**config.mk**
```make
export PLATFORM = sky130hd
export DESIGN_NAME = aabb_block_collision_resolver
export DESIGN_NICKNAME = d
export VERILOG_FILES = /design/src/sv/aabbcr_pkg.sv /design/src/sv/aabb_block_collision_resolver.sv
export SDC_FILE = /design/constraint.sdc
export NUM_CORES = 2
export LEC_CHECK = 0
export BUFFER_PORTS_ARGS = -buffer_cell sky130_fd_sc_hd__buf_4
export CAP_MARGIN = 10
export CORE_MARGIN = 10
export CORE_UTILIZATION = 55
export DETAILED_ROUTE_END_ITERATION = 8
export PLACE_DENSITY = 0.69
export SYNTH_ARGS = -nofsm -noshare
export SYNTH_HDL_FRONTEND = slang
export SYNTH_SLANG_ARGS = --single-unit
```
**constraint.sdc**
```tcl
create_clock -name i_clk -period 8.1 [get_ports i_clk]
set_clock_uncertainty 0.1 [all_clocks]
set_input_delay 2.025 -clock i_clk [delete_from_list [all_inputs] [get_ports i_clk]]
set_output_delay 2.025 -clock i_clk [all_outputs]
set_load 0.02 [all_outputs]
```
**src/sv/aabbcr_pkg.sv**
```systemverilog
package aabbcr_pkg;

    localparam int COORD_W = 20;
    localparam int EXT_W   = 23;
    localparam int CFG_W   = 16;
    localparam int PADDR_W = 4;
    localparam int PDATA_W = 32;

    localparam logic [1:0] OP_PLACE    = 2'd0;
    localparam logic [1:0] OP_RESOLVE_H = 2'd1;
    localparam logic [1:0] OP_RESOLVE_V = 2'd2;

    localparam logic [1:0] REG_BLOCK_WIDTH  = 2'd0;
    localparam logic [1:0] REG_BLOCK_HEIGHT = 2'd1;
    localparam logic [1:0] REG_MOVER_WIDTH  = 2'd2;
    localparam logic [1:0] REG_MOVER_HEIGHT = 2'd3;

    localparam logic [CFG_W-1:0] BLOCK_WIDTH_RST  = 16'd400;
    localparam logic [CFG_W-1:0] BLOCK_HEIGHT_RST = 16'd800;
    localparam logic [CFG_W-1:0] MOVER_WIDTH_RST  = 16'd0;
    localparam logic [CFG_W-1:0] MOVER_HEIGHT_RST = 16'd0;

    localparam logic signed [EXT_W-1:0] COORD_MAX_EXT = 23'sd524287;
    localparam logic signed [EXT_W-1:0] COORD_MIN_EXT = -23'sd524288;

    typedef logic signed [COORD_W-1:0] t_coord;
    typedef logic signed [EXT_W-1:0]   t_ext;

    typedef struct packed {
        t_coord x;
        t_coord y;
    } t_block;

    function automatic t_ext ext_coord(input t_coord v);
        return {{(EXT_W-COORD_W){v[COORD_W-1]}}, v};
    endfunction

    // zero-extended half or full size
    function automatic t_ext ext_size(input logic [CFG_W-1:0] v);
        return {{(EXT_W-CFG_W){1'b0}}, v};
    endfunction

    function automatic t_coord sat_coord(input t_ext v);
        t_coord r;
        if (v > COORD_MAX_EXT) begin
            r = COORD_MAX_EXT[COORD_W-1:0];
        end else if (v < COORD_MIN_EXT) begin
            r = COORD_MIN_EXT[COORD_W-1:0];
        end else begin
            r = v[COORD_W-1:0];
        end
        return r;
    endfunction

endpackage

```
**src/sv/aabb_block_collision_resolver.sv**
```systemverilog
// place item and unused operation code: the accepted item goes to the finish state, and its
// result is then loaded into the output register; resolve item: the walk state reads every
// placed block, one block per cycle through the single read port of the block memory
// throughput: one item at a time, the input stalls until the result is loaded into the
// output register, which waits while an earlier result is still stalled
// reset (synchronous, active low) empties the table through its fill count, loads defaults
module aabb_block_collision_resolver #(
    parameter int NUM_BLOCKS = 64
) (
    input  logic                          i_clk,
    input  logic                          i_rst_n,
    input  logic                          i_in_valid,
    output logic                          o_in_stall,
    input  logic [1:0]                    i_operation,
    input  aabbcr_pkg::t_coord            i_pos_x,
    input  aabbcr_pkg::t_coord            i_pos_y,
    input  aabbcr_pkg::t_coord            i_old_x,
    input  aabbcr_pkg::t_coord            i_old_y,
    output logic                          o_out_valid,
    input  logic                          i_out_stall,
    output aabbcr_pkg::t_coord            o_new_x,
    output aabbcr_pkg::t_coord            o_new_y,
    output logic                          o_stop_motion,
    output logic                          o_landed,
    output logic                          o_placed,
    output logic                          o_table_full,
    input  logic                          psel,
    input  logic                          penable,
    input  logic                          pwrite,
    input  logic [aabbcr_pkg::PADDR_W-1:0] paddr,
    input  logic [aabbcr_pkg::PDATA_W-1:0] pwdata,
    output logic [aabbcr_pkg::PDATA_W-1:0] prdata,
    output logic                          pready
);
    import aabbcr_pkg::*;

    localparam int AW = (NUM_BLOCKS > 1) ? $clog2(NUM_BLOCKS) : 1;
    localparam int CW = $clog2(NUM_BLOCKS + 1);

    typedef enum logic [1:0] {
        S_IDLE,
        S_WALK,
        S_FINISH
    } t_state;

    t_state r_state;

    logic [CFG_W-1:0] r_block_width;
    logic [CFG_W-1:0] r_block_height;
    logic [CFG_W-1:0] r_mover_width;
    logic [CFG_W-1:0] r_mover_height;

    // blocks are never removed, so the valid entries are exactly those below the fill count
    logic [CW-1:0] r_count;
    logic [CW-1:0] r_idx;
    logic          r_pend;

    t_block r_mem [NUM_BLOCKS];
    t_block r_rdata;

    logic [1:0] r_op;
    t_coord     r_x;
    t_coord     r_y;
    t_coord     r_ox;
    t_coord     r_oy;
    logic       r_stop;
    logic       r_landed;
    logic       r_placed;
    logic       r_full;

    logic   r_out_valid;
    t_coord r_out_x;
    t_coord r_out_y;
    logic   r_out_stop;
    logic   r_out_landed;
    logic   r_out_placed;
    logic   r_out_full;

    t_coord n_x;
    t_coord n_y;
    logic   n_stop;
    logic   n_landed;

    logic              w_accept;
    logic              w_has_room;
    logic              w_mem_we;
    logic              w_cfg_we;
    logic              w_out_load;
    logic [CFG_W-1:0]  w_rd_reg;

    assign o_in_stall = (r_state != S_IDLE);
    assign w_accept   = i_in_valid && !o_in_stall;
    assign w_has_room = (r_count < CW'(NUM_BLOCKS));
    assign w_mem_we   = w_accept && (i_operation == OP_PLACE) && w_has_room;
    assign pready     = 1'b1;
    assign w_cfg_we   = psel && penable && pwrite && pready;
    assign w_out_load = (r_state == S_FINISH) && (!r_out_valid || !i_out_stall);

    always_comb begin
        case (paddr[3:2])
            REG_BLOCK_WIDTH:  w_rd_reg = r_block_width;
            REG_BLOCK_HEIGHT: w_rd_reg = r_block_height;
            REG_MOVER_WIDTH:  w_rd_reg = r_mover_width;
            REG_MOVER_HEIGHT: w_rd_reg = r_mover_height;
            default:          w_rd_reg = '0;
        endcase
    end

    assign prdata = {{(PDATA_W-CFG_W){1'b0}}, w_rd_reg};

    always_ff @(posedge i_clk) begin
        if (w_mem_we) begin
            r_mem[r_count[AW-1:0]] <= '{x: i_pos_x, y: i_pos_y};
        end
        r_rdata <= r_mem[r_idx[AW-1:0]];
    end

    // one block against the carried position
    always_comb begin
        t_ext bx, by, bw2, bht, mw2, mh, x, y, ox, oy;
        t_ext b_left, b_right, b_bottom;
        logic v_ovl, h_ovl, hit_left, hit_right, hit_top, hit_bottom;
        bx  = ext_coord(r_rdata.x);
        by  = ext_coord(r_rdata.y);
        bw2 = ext_size({1'b0, r_block_width[CFG_W-1:1]});
        bht = ext_size(r_block_height);
        mw2 = ext_size({1'b0, r_mover_width[CFG_W-1:1]});
        mh  = ext_size(r_mover_height);
        x   = ext_coord(r_x);
        y   = ext_coord(r_y);
        ox  = ext_coord(r_ox);
        oy  = ext_coord(r_oy);
        b_left   = bx - bw2;
        b_right  = bx + bw2;
        b_bottom = by + bht;

        v_ovl      = (oy > by) && (oy - mh < b_bottom);
        hit_left   = (ox + mw2 <= b_left) && (x + mw2 > b_left);
        hit_right  = (ox - mw2 >= b_right) && (x - mw2 < b_right);
        h_ovl      = (x + mw2 > b_left) && (x - mw2 < b_right);
        hit_top    = (oy <= by) && (y > by);
        hit_bottom = (oy - mh >= b_bottom) && (y - mh < b_bottom);

        n_x      = r_x;
        n_y      = r_y;
        n_stop   = r_stop;
        n_landed = r_landed;
        if (r_op == OP_RESOLVE_H) begin
            // both face tests can only pass with zero sizes, and then the right one
            // fails on the clamped x, so one test per block is enough
            if (v_ovl && hit_left) begin
                n_x    = sat_coord(b_left - mw2);
                n_stop = 1'b1;
            end else if (v_ovl && hit_right) begin
                n_x    = sat_coord(b_right + mw2);
                n_stop = 1'b1;
            end
        end else begin
            if (h_ovl && hit_top) begin
                n_y      = r_rdata.y;
                n_stop   = 1'b1;
                n_landed = 1'b1;
            end else if (h_ovl && hit_bottom) begin
                n_y    = sat_coord(b_bottom + mh);
                n_stop = 1'b1;
            end
        end
    end

    always_ff @(posedge i_clk) begin
        if (!i_rst_n) begin
            r_state        <= S_IDLE;
            r_count        <= '0;
            r_idx          <= '0;
            r_pend         <= 1'b0;
            r_out_valid    <= 1'b0;
            r_block_width  <= BLOCK_WIDTH_RST;
            r_block_height <= BLOCK_HEIGHT_RST;
            r_mover_width  <= MOVER_WIDTH_RST;
            r_mover_height <= MOVER_HEIGHT_RST;
        end else begin
            if (w_cfg_we) begin
                case (paddr[3:2])
                    REG_BLOCK_WIDTH:  r_block_width  <= pwdata[CFG_W-1:0];
                    REG_BLOCK_HEIGHT: r_block_height <= pwdata[CFG_W-1:0];
                    REG_MOVER_WIDTH:  r_mover_width  <= pwdata[CFG_W-1:0];
                    REG_MOVER_HEIGHT: r_mover_height <= pwdata[CFG_W-1:0];
                    default: ;
                endcase
            end

            if (w_out_load) begin
                r_out_valid <= 1'b1;
            end else if (r_out_valid && !i_out_stall) begin
                r_out_valid <= 1'b0;
            end

            case (r_state)
                S_IDLE: begin
                    if (w_accept) begin
                        r_op     <= i_operation;
                        r_ox     <= i_old_x;
                        r_oy     <= i_old_y;
                        r_idx    <= '0;
                        r_pend   <= 1'b0;
                        r_stop   <= 1'b0;
                        r_landed <= 1'b0;
                        case (i_operation)
                            OP_PLACE: begin
                                r_x      <= '0;
                                r_y      <= '0;
                                r_placed <= w_has_room;
                                r_full   <= !w_has_room;
                                if (w_has_room) begin
                                    r_count <= r_count + CW'(1);
                                end
                                r_state <= S_FINISH;
                            end
                            OP_RESOLVE_H, OP_RESOLVE_V: begin
                                r_x      <= i_pos_x;
                                r_y      <= i_pos_y;
                                r_placed <= 1'b0;
                                r_full   <= 1'b0;
                                r_state  <= S_WALK;
                            end
                            default: begin
                                r_x      <= '0;
                                r_y      <= '0;
                                r_placed <= 1'b0;
                                r_full   <= 1'b0;
                                r_state  <= S_FINISH;
                            end
                        endcase
                    end
                end
                S_WALK: begin
                    r_pend <= (r_idx < r_count);
                    if (r_idx < r_count) begin
                        r_idx <= r_idx + CW'(1);
                    end
                    if (r_pend) begin
                        r_x      <= n_x;
                        r_y      <= n_y;
                        r_stop   <= n_stop;
                        r_landed <= n_landed;
                    end
                    if ((r_idx == r_count) && !r_pend) begin
                        r_state <= S_FINISH;
                    end
                end
                S_FINISH: begin
                    if (w_out_load) begin
                        r_out_x      <= r_x;
                        r_out_y      <= r_y;
                        r_out_stop   <= r_stop;
                        r_out_landed <= r_landed;
                        r_out_placed <= r_placed;
                        r_out_full   <= r_full;
                        r_state      <= S_IDLE;
                    end
                end
                default: begin
                    r_state <= S_IDLE;
                end
            endcase
        end
    end

    assign o_out_valid   = r_out_valid;
    assign o_new_x       = r_out_x;
    assign o_new_y       = r_out_y;
    assign o_stop_motion = r_out_stop;
    assign o_landed      = r_out_landed;
    assign o_placed      = r_out_placed;
    assign o_table_full  = r_out_full;

    a_count_bound: assert property (@(posedge i_clk) disable iff (!i_rst_n)
        r_count <= CW'(NUM_BLOCKS))
        else $error("fill count beyond table depth");

    a_walk_bound: assert property (@(posedge i_clk) disable iff (!i_rst_n)
        (r_state == S_WALK) |-> (r_idx <= r_count))
        else $error("walk index past fill count");

    a_pend_in_walk: assert property (@(posedge i_clk) disable iff (!i_rst_n)
        r_pend |-> (r_state == S_WALK))
        else $error("memory read pending outside walk");

    a_landed_stops: assert property (@(posedge i_clk) disable iff (!i_rst_n)
        (o_out_valid && o_landed) |-> (o_stop_motion && !o_placed && !o_table_full))
        else $error("landed without stop or with place flags");

    a_place_flags: assert property (@(posedge i_clk) disable iff (!i_rst_n)
        o_out_valid |-> !(o_placed && o_table_full))
        else $error("placed and table full together");

endmodule
```
Yosys cells after proc, flatten, opt, wreduce, memory -nomap -nowiden
Memory sizes are Yosys's and may differ from the RTL's. A register that Yosys moved wholly into a read port is not among the register bits.
Cells that the tools add are included.
Storage, ports and cells
  memories: 1
  output and inout port bits: 79
  word-level logic and storage cells: 169
  input bits: 125
  memory bits (read-only): 0
  register bits: 212
  bits in latches: 0
  memory bits (writable): 2560
Cells by class
  bitwise logic cells: 0
  muxes and demuxes: 46
  shifts and indexed selects: 0
  add/sub/neg operators: 14
  divide/modulo/power cells: 0
  $lt $le $gt $ge: 18
  reductions and logical operators: 45
  equality and inequality tests: 21
  multipliers: 0
Memory list
  r_mem: words 64, width 40, read ports 1, clocked after Yosys merged registers in 1, write ports 1, line aabb_block_collision_resolver.sv:58  | t_block r_mem [NUM_BLOCKS];
Operator list (count)
  20-bit two-way mux: 18
  20-bit one-hot mux with 2 select lines: 2
  22-bit by 20-bit > comparator with 1-bit output (second input constant): 3
  22-bit by 20-bit less-than comparator with 1-bit output (second input constant): 3
  16-bit one-hot mux with 4 select lines: 1
  20-bit by 16-bit adder with 21-bit output: 3
  21-bit less-than comparator: 3
  20-bit by 16-bit subtractor with 21-bit output: 3
  21-bit greater-or-equal comparator: 2
  20-bit by 17-bit subtractor with 21-bit output: 2
  20-bit > comparator: 2
  6-bit AND reduction: 4
  21-bit by 16-bit adder with 22-bit output: 1
  21-bit by 17-bit adder with 22-bit output: 1
  21-bit by 16-bit subtractor with 22-bit output: 1
  20-bit by 17-bit adder with 21-bit output: 1
  21-bit > comparator: 1
  21-bit less-or-equal comparator: 1
  20-bit less-or-equal comparator: 1
  1-bit logical AND: 18
  2-bit != test (second input constant): 8
  7-bit by 1-bit adder with 7-bit output (second input constant): 2
  1-bit two-way mux: 14
  7-bit two-way mux: 2
  other kinds (19): 47

Depth between registers and ports, before layout
  depth in word-level cells: 10
  gate-level depth with buffers: 30
  depth with buffers taken out: 28

Worst setup path after synthesis
OpenSTA, ideal clock, no wires.
  path type: reg2reg
  from: register r_oy[0]
  to: register r_x[0], enable pin
  path buffers: 2
  setup slack: 1.860 ns
  stages on the path, launching flop included: 29
  clock period less this slack: 6.240 ns
  required time: 7.575 ns
  arrival: 5.715 ns
  setup time: 0.425 ns
  path through: edfxtp_1 > inv_1 > ha_1 > inv_1 > fa_1 > a21o_1 > a21oi_1 > o21bai_1 > a21oi_1 > o21bai_1 > a21oi_1 > o21ai_0 > o41ai_1 > o21ai_0 > o21a_1 > nor2_1 > xor2_1 > ha_1 > nand4_1 > nor2_1 > nand2_1 > o31ai_1 > mux2i_1 > o21ai_0 > a211oi_4 > buf_6 > buf_4 > o21ai_0 > o21ai_0
On the way
  word-level cells in the longest chain between the ends: 6
  elaborated cells between the ends (all ways): 8
  classes of those cells: add/sub (1); order compare (2); eq/ne (1); reduce/logical (4)
Ends and longest elaborated chain
  start: declaration: line aabb_block_collision_resolver.sv:65  | t_coord r_oy;
  start signal: assignment: line aabb_block_collision_resolver.sv:203  | r_oy <= i_old_y;
  20-bit by 17-bit subtractor with 21-bit output: line aabb_block_collision_resolver.sv:137  | v_ovl = (oy > by) && (oy - mh < b_bottom);
  21-bit less-than comparator: line aabb_block_collision_resolver.sv:137
  1-bit logical AND *: line aabb_block_collision_resolver.sv:137
  1-bit logical AND (on tied branches): line aabb_block_collision_resolver.sv:151, aabb_block_collision_resolver.sv:154
  3-bit != test (no line) *
  6-bit AND reduction (no line) *
  end signal: assignment: line aabb_block_collision_resolver.sv:220  | r_x <= i_pos_x;
  end signal: assignment: line aabb_block_collision_resolver.sv:242  | r_x <= n_x;
  end: declaration: line aabb_block_collision_resolver.sv:62  | t_coord r_x;
Every way passes the cells marked *; elsewhere a longest branch is shown, timed or not.
A chain may end at the register's enable or synchronous reset.

Worst setup path in the final report
  from: register r_mover_width[2]
  to: register r_x[15], enable pin
On the way
  word-level cells in the longest chain between the ends: 6
  elaborated cells between the ends (all ways): 14
  classes of those cells: add/sub (4); order compare (4); eq/ne (1); reduce/logical (5)
Ends and longest elaborated chain
  start: declaration: line aabb_block_collision_resolver.sv:50  | logic [CFG_W-1:0] r_mover_width;
  start signal: assignment: line aabb_block_collision_resolver.sv:186  | REG_MOVER_WIDTH: r_mover_width <= pwdata[CFG_W-1:0];
  20-bit by 16-bit adder with 21-bit output / 20-bit by 16-bit subtractor with 21-bit output (equally long branches): line aabb_block_collision_resolver.sv:138, aabb_block_collision_resolver.sv:139
  21-bit less-or-equal comparator (tied with other cells): line aabb_block_collision_resolver.sv:138  | hit_left = (ox + mw2 <= b_left) && (x + mw2 > b_left);
  1-bit logical AND (on tied branches): line aabb_block_collision_resolver.sv:138, aabb_block_collision_resolver.sv:139
  1-bit logical AND (on tied branches): line aabb_block_collision_resolver.sv:151, aabb_block_collision_resolver.sv:154
  3-bit != test (no line) *
  6-bit AND reduction (no line) *
Marks and branches as above.

==> out/qor.txt <==
placed insts: 9248
Yosys reg bits: 2812
post-CTS sizing: 0
antenna viol nets, final: 0
Iteration-0 DRC Markers: 7893
RSZ-0062 raised after global routing: false
Via-to-Cell Ratio: 6.576
Mapped Area: 120000 um2
Via Count: 64193
worst-margin pin slew: 1.317 ns
H-tree level count: 5
total power: 30.71 mW
initial antenna violation count: 19
CP startpoint: r_mover_width[2]$_SDFFE_PN0P_
Placed Area: 125500 um2
crit start category: flip-flop
status: finished clean
Die X: 487.1 um
commonest non-fill, non-tap cell in the layout: edfxtp_1
P&R area growth vs syn: 12.13%
Die Ht: 487.1 um
pre-CTS setup slack: 1.073 ns
Remaining DRCs: 0
leakage: 43.17 nW
Synth Instances: 6360
GRT Total Usage: 27.16%
postcts setup bufs: 0
vias in the first global route: 63626
CTS buffer count: 300
Avg Cell Area, Syn: 18.87 um2
CTS tree: built
Worst slew margin: 11.97%
post-DP HPWL: 201000 um
Setup Total Neg Slack: 0 ns
Net count, final: 7191
Tmin final: 7.092 ns
fin cells: 9762
first-pass GRT wire length: 463500 um
synth unique cells: 90
Hold Path Class: flip-flop to flip-flop
worst setup margin: 1.008 ns
Hold Crit Start: r_block_width[0]$_SDFFE_PN0P_
Critical Path AT: 7.47 ns
Hold Vio Cnt, Final: 0
Top FF cell, synth: edfxtp_1
GR Overflow Total: 0
clock root buffer: clkbuf_16
final-report setup violation count: 0
Core ar.: 217200 um2
IO Port Bufs: 168
row count: 171
wire per inst: 33.21 um
Pwr Density: 228.2 nW/um2
crit share post-route: 87.56%
peak supply drop: 322.7 uV
worst-path fanout max: 20
fmax: 141.0 MHz
Yosys warning count: 0
register area share after synthesis: 69.35%
Finished Cell Area: 134600 um2
RR Startpoint: r_mover_width[2]$_SDFFE_PN0P_
Max Cap Violations: 0
max-slew violation count: 0
Final Util: 61.96%
I/O Pins: 204
Filler cells: 14917
Max clock buf depth: 4
cts hold-fix bufs: 0
Required @ worst endpoint: 8.47 ns
commonest cells after routing, fill and taps aside: edfxtp_1, mux4_2, ha_1
Post-synth ARST share: 0%
Skew-Pair Late Insertion Delay: 0.95 ns
clk sinks: 2812
Setup Crit Path Kind: flip-flop to flip-flop
Clock transition at path regs: 0.06 ns
Crit. End Element: flip-flop
hold slack: 0.3756 ns
share of cells above drive strength 1: 24.03%
WL final: 324200 um
largest net degree at the start of global routing: 151
EDFF count, synth: 2690
Final Wtd Congestion: 0.9364
die area: 237300 um2
Initial Util: 55.26%
TritonRoute pass-1 iters: 6
## routing by layer
metal | track usage (%) | up-vias | part of all wire [%] | wire (um)
met5 | 0 | - | 0.017 | 54
met4 | 8.485 | 8 | 3.5 | 11290
met3 | 5.427 | 578 | 9.6 | 31070
met2 | 42.62 | 3371 | 47 | 153500
met1 | 38.86 | 33755 | 40 | 128400
li1 | - | 26481 | - | -
## cell families (layout without fill, tap and decap cells)
| family | Yosys count | in the layout | synth area share [%] |
|---|---|---|---|
| buf+inv | 513 | 1039 | 1.711 |
| flops | 2812 | 2812 | 69.35 |
| mux | 862 | 862 | 16.12 |
| xor+xnor | 182 | 182 | 1.346 |
| other cells | 2 | 24 | 0.006258 |
| simple gates | 898 | 898 | 3.548 |
| compound gates | 721 | 721 | 3.988 |
| fa+ha+maj | 370 | 370 | 3.933 |
## cell usage after synthesis (all sizes together), types with 15 or more instances
master  number  area share (%)
edfxtp    2690              67
mux4       856              16
ha         358             3.7
nand2      267            0.84
nor2       251            0.79
inv        227            0.71
clkbuf     197            0.62
a21oi      175            0.73
o21ai      155            0.66
dfxtp      122             2.0
xnor2      115            0.85
buf         89            0.38
a21o        75            0.47
a21boi      71            0.44
nor2b       68            0.35
xor2        66            0.48
nor3        57            0.24
nand3       53            0.22
o21a        49            0.31
nand2b      40            0.21
nand4       34            0.18
o211ai      29            0.18
and3        27            0.14
o21bai      24            0.15
or3         23            0.12
and2        22            0.11
a211oi      19            0.14
or2         16           0.083
o31ai       15           0.094
## final timing paths
check | to | slack [ns] | depth (start not counted)
setup / recovery | r_x[15]$_DFFE_PP_ | 1.01 | 24
hold / removal | r_block_width[0]$_SDFFE_PN0P_ | 0.38 | 2
setup reg to reg | r_x[15]$_DFFE_PP_ | 1.01 | 24
hold reg to reg | r_block_width[0]$_SDFFE_PN0P_ | 0.38 | 2
## layout make-up
type	count	area (um2)	area share, %
clock inverter	126	1026	0.7625
inverter	227	852.1	0.6333
antenna	7	17.52	0.01302
multi-input combinational	3050	35280	26.22
clock buffer	381	7979	5.930
tap	2854	3571	2.654
timing repair buffer	305	2585	1.921
sequential	2812	83240	61.86
## report_power, final
part | switching, mW | internal, mW | total [mW] | leakage (nW)
logic | 1.12 | 0.626 | 1.75 | 13.5
clock network | 5.42 | 7.41 | 12.8 | 4.41
registers | 0.103 | 16.0 | 16.1 | 25.2
total | 6.65 | 24.1 | 30.7 | 43.2
## critical path, cell delays in order, from the launching register on
cell and delay (ns):
dfxtp_1 0.58, inv_1 0.35, ha_1 0.40, nor2b_1 0.13
o21ai_0 0.19, a21oi_1 0.12, o21ai_0 0.22, a21oi_1 0.11
o21ai_0 0.29, a211o_1 0.20, a311oi_1 0.14, o21a_1 0.22
o21ai_0 0.61, mux2i_1 0.17, a2111oi_0 0.57, ha_1 0.35
nand4_1 0.10, nor2_1 0.06, o21ai_0 0.12, o211ai_1 0.17
a21oi_1 0.21, nor2_1 0.09, a2111oi_0 0.46, o21ai_0 0.23
o21ai_2 0.49
## registers in the layout, summed over array words and instances, names as in the netlist, 20 cells and up
name / cells
o_new_x: 20
r_rdata: 40
r_x: 20
r_y: 20
r_oy: 20
r_ox: 20
r_mem: 2560
o_new_y: 20
Power figures use the tool's default switching activity.
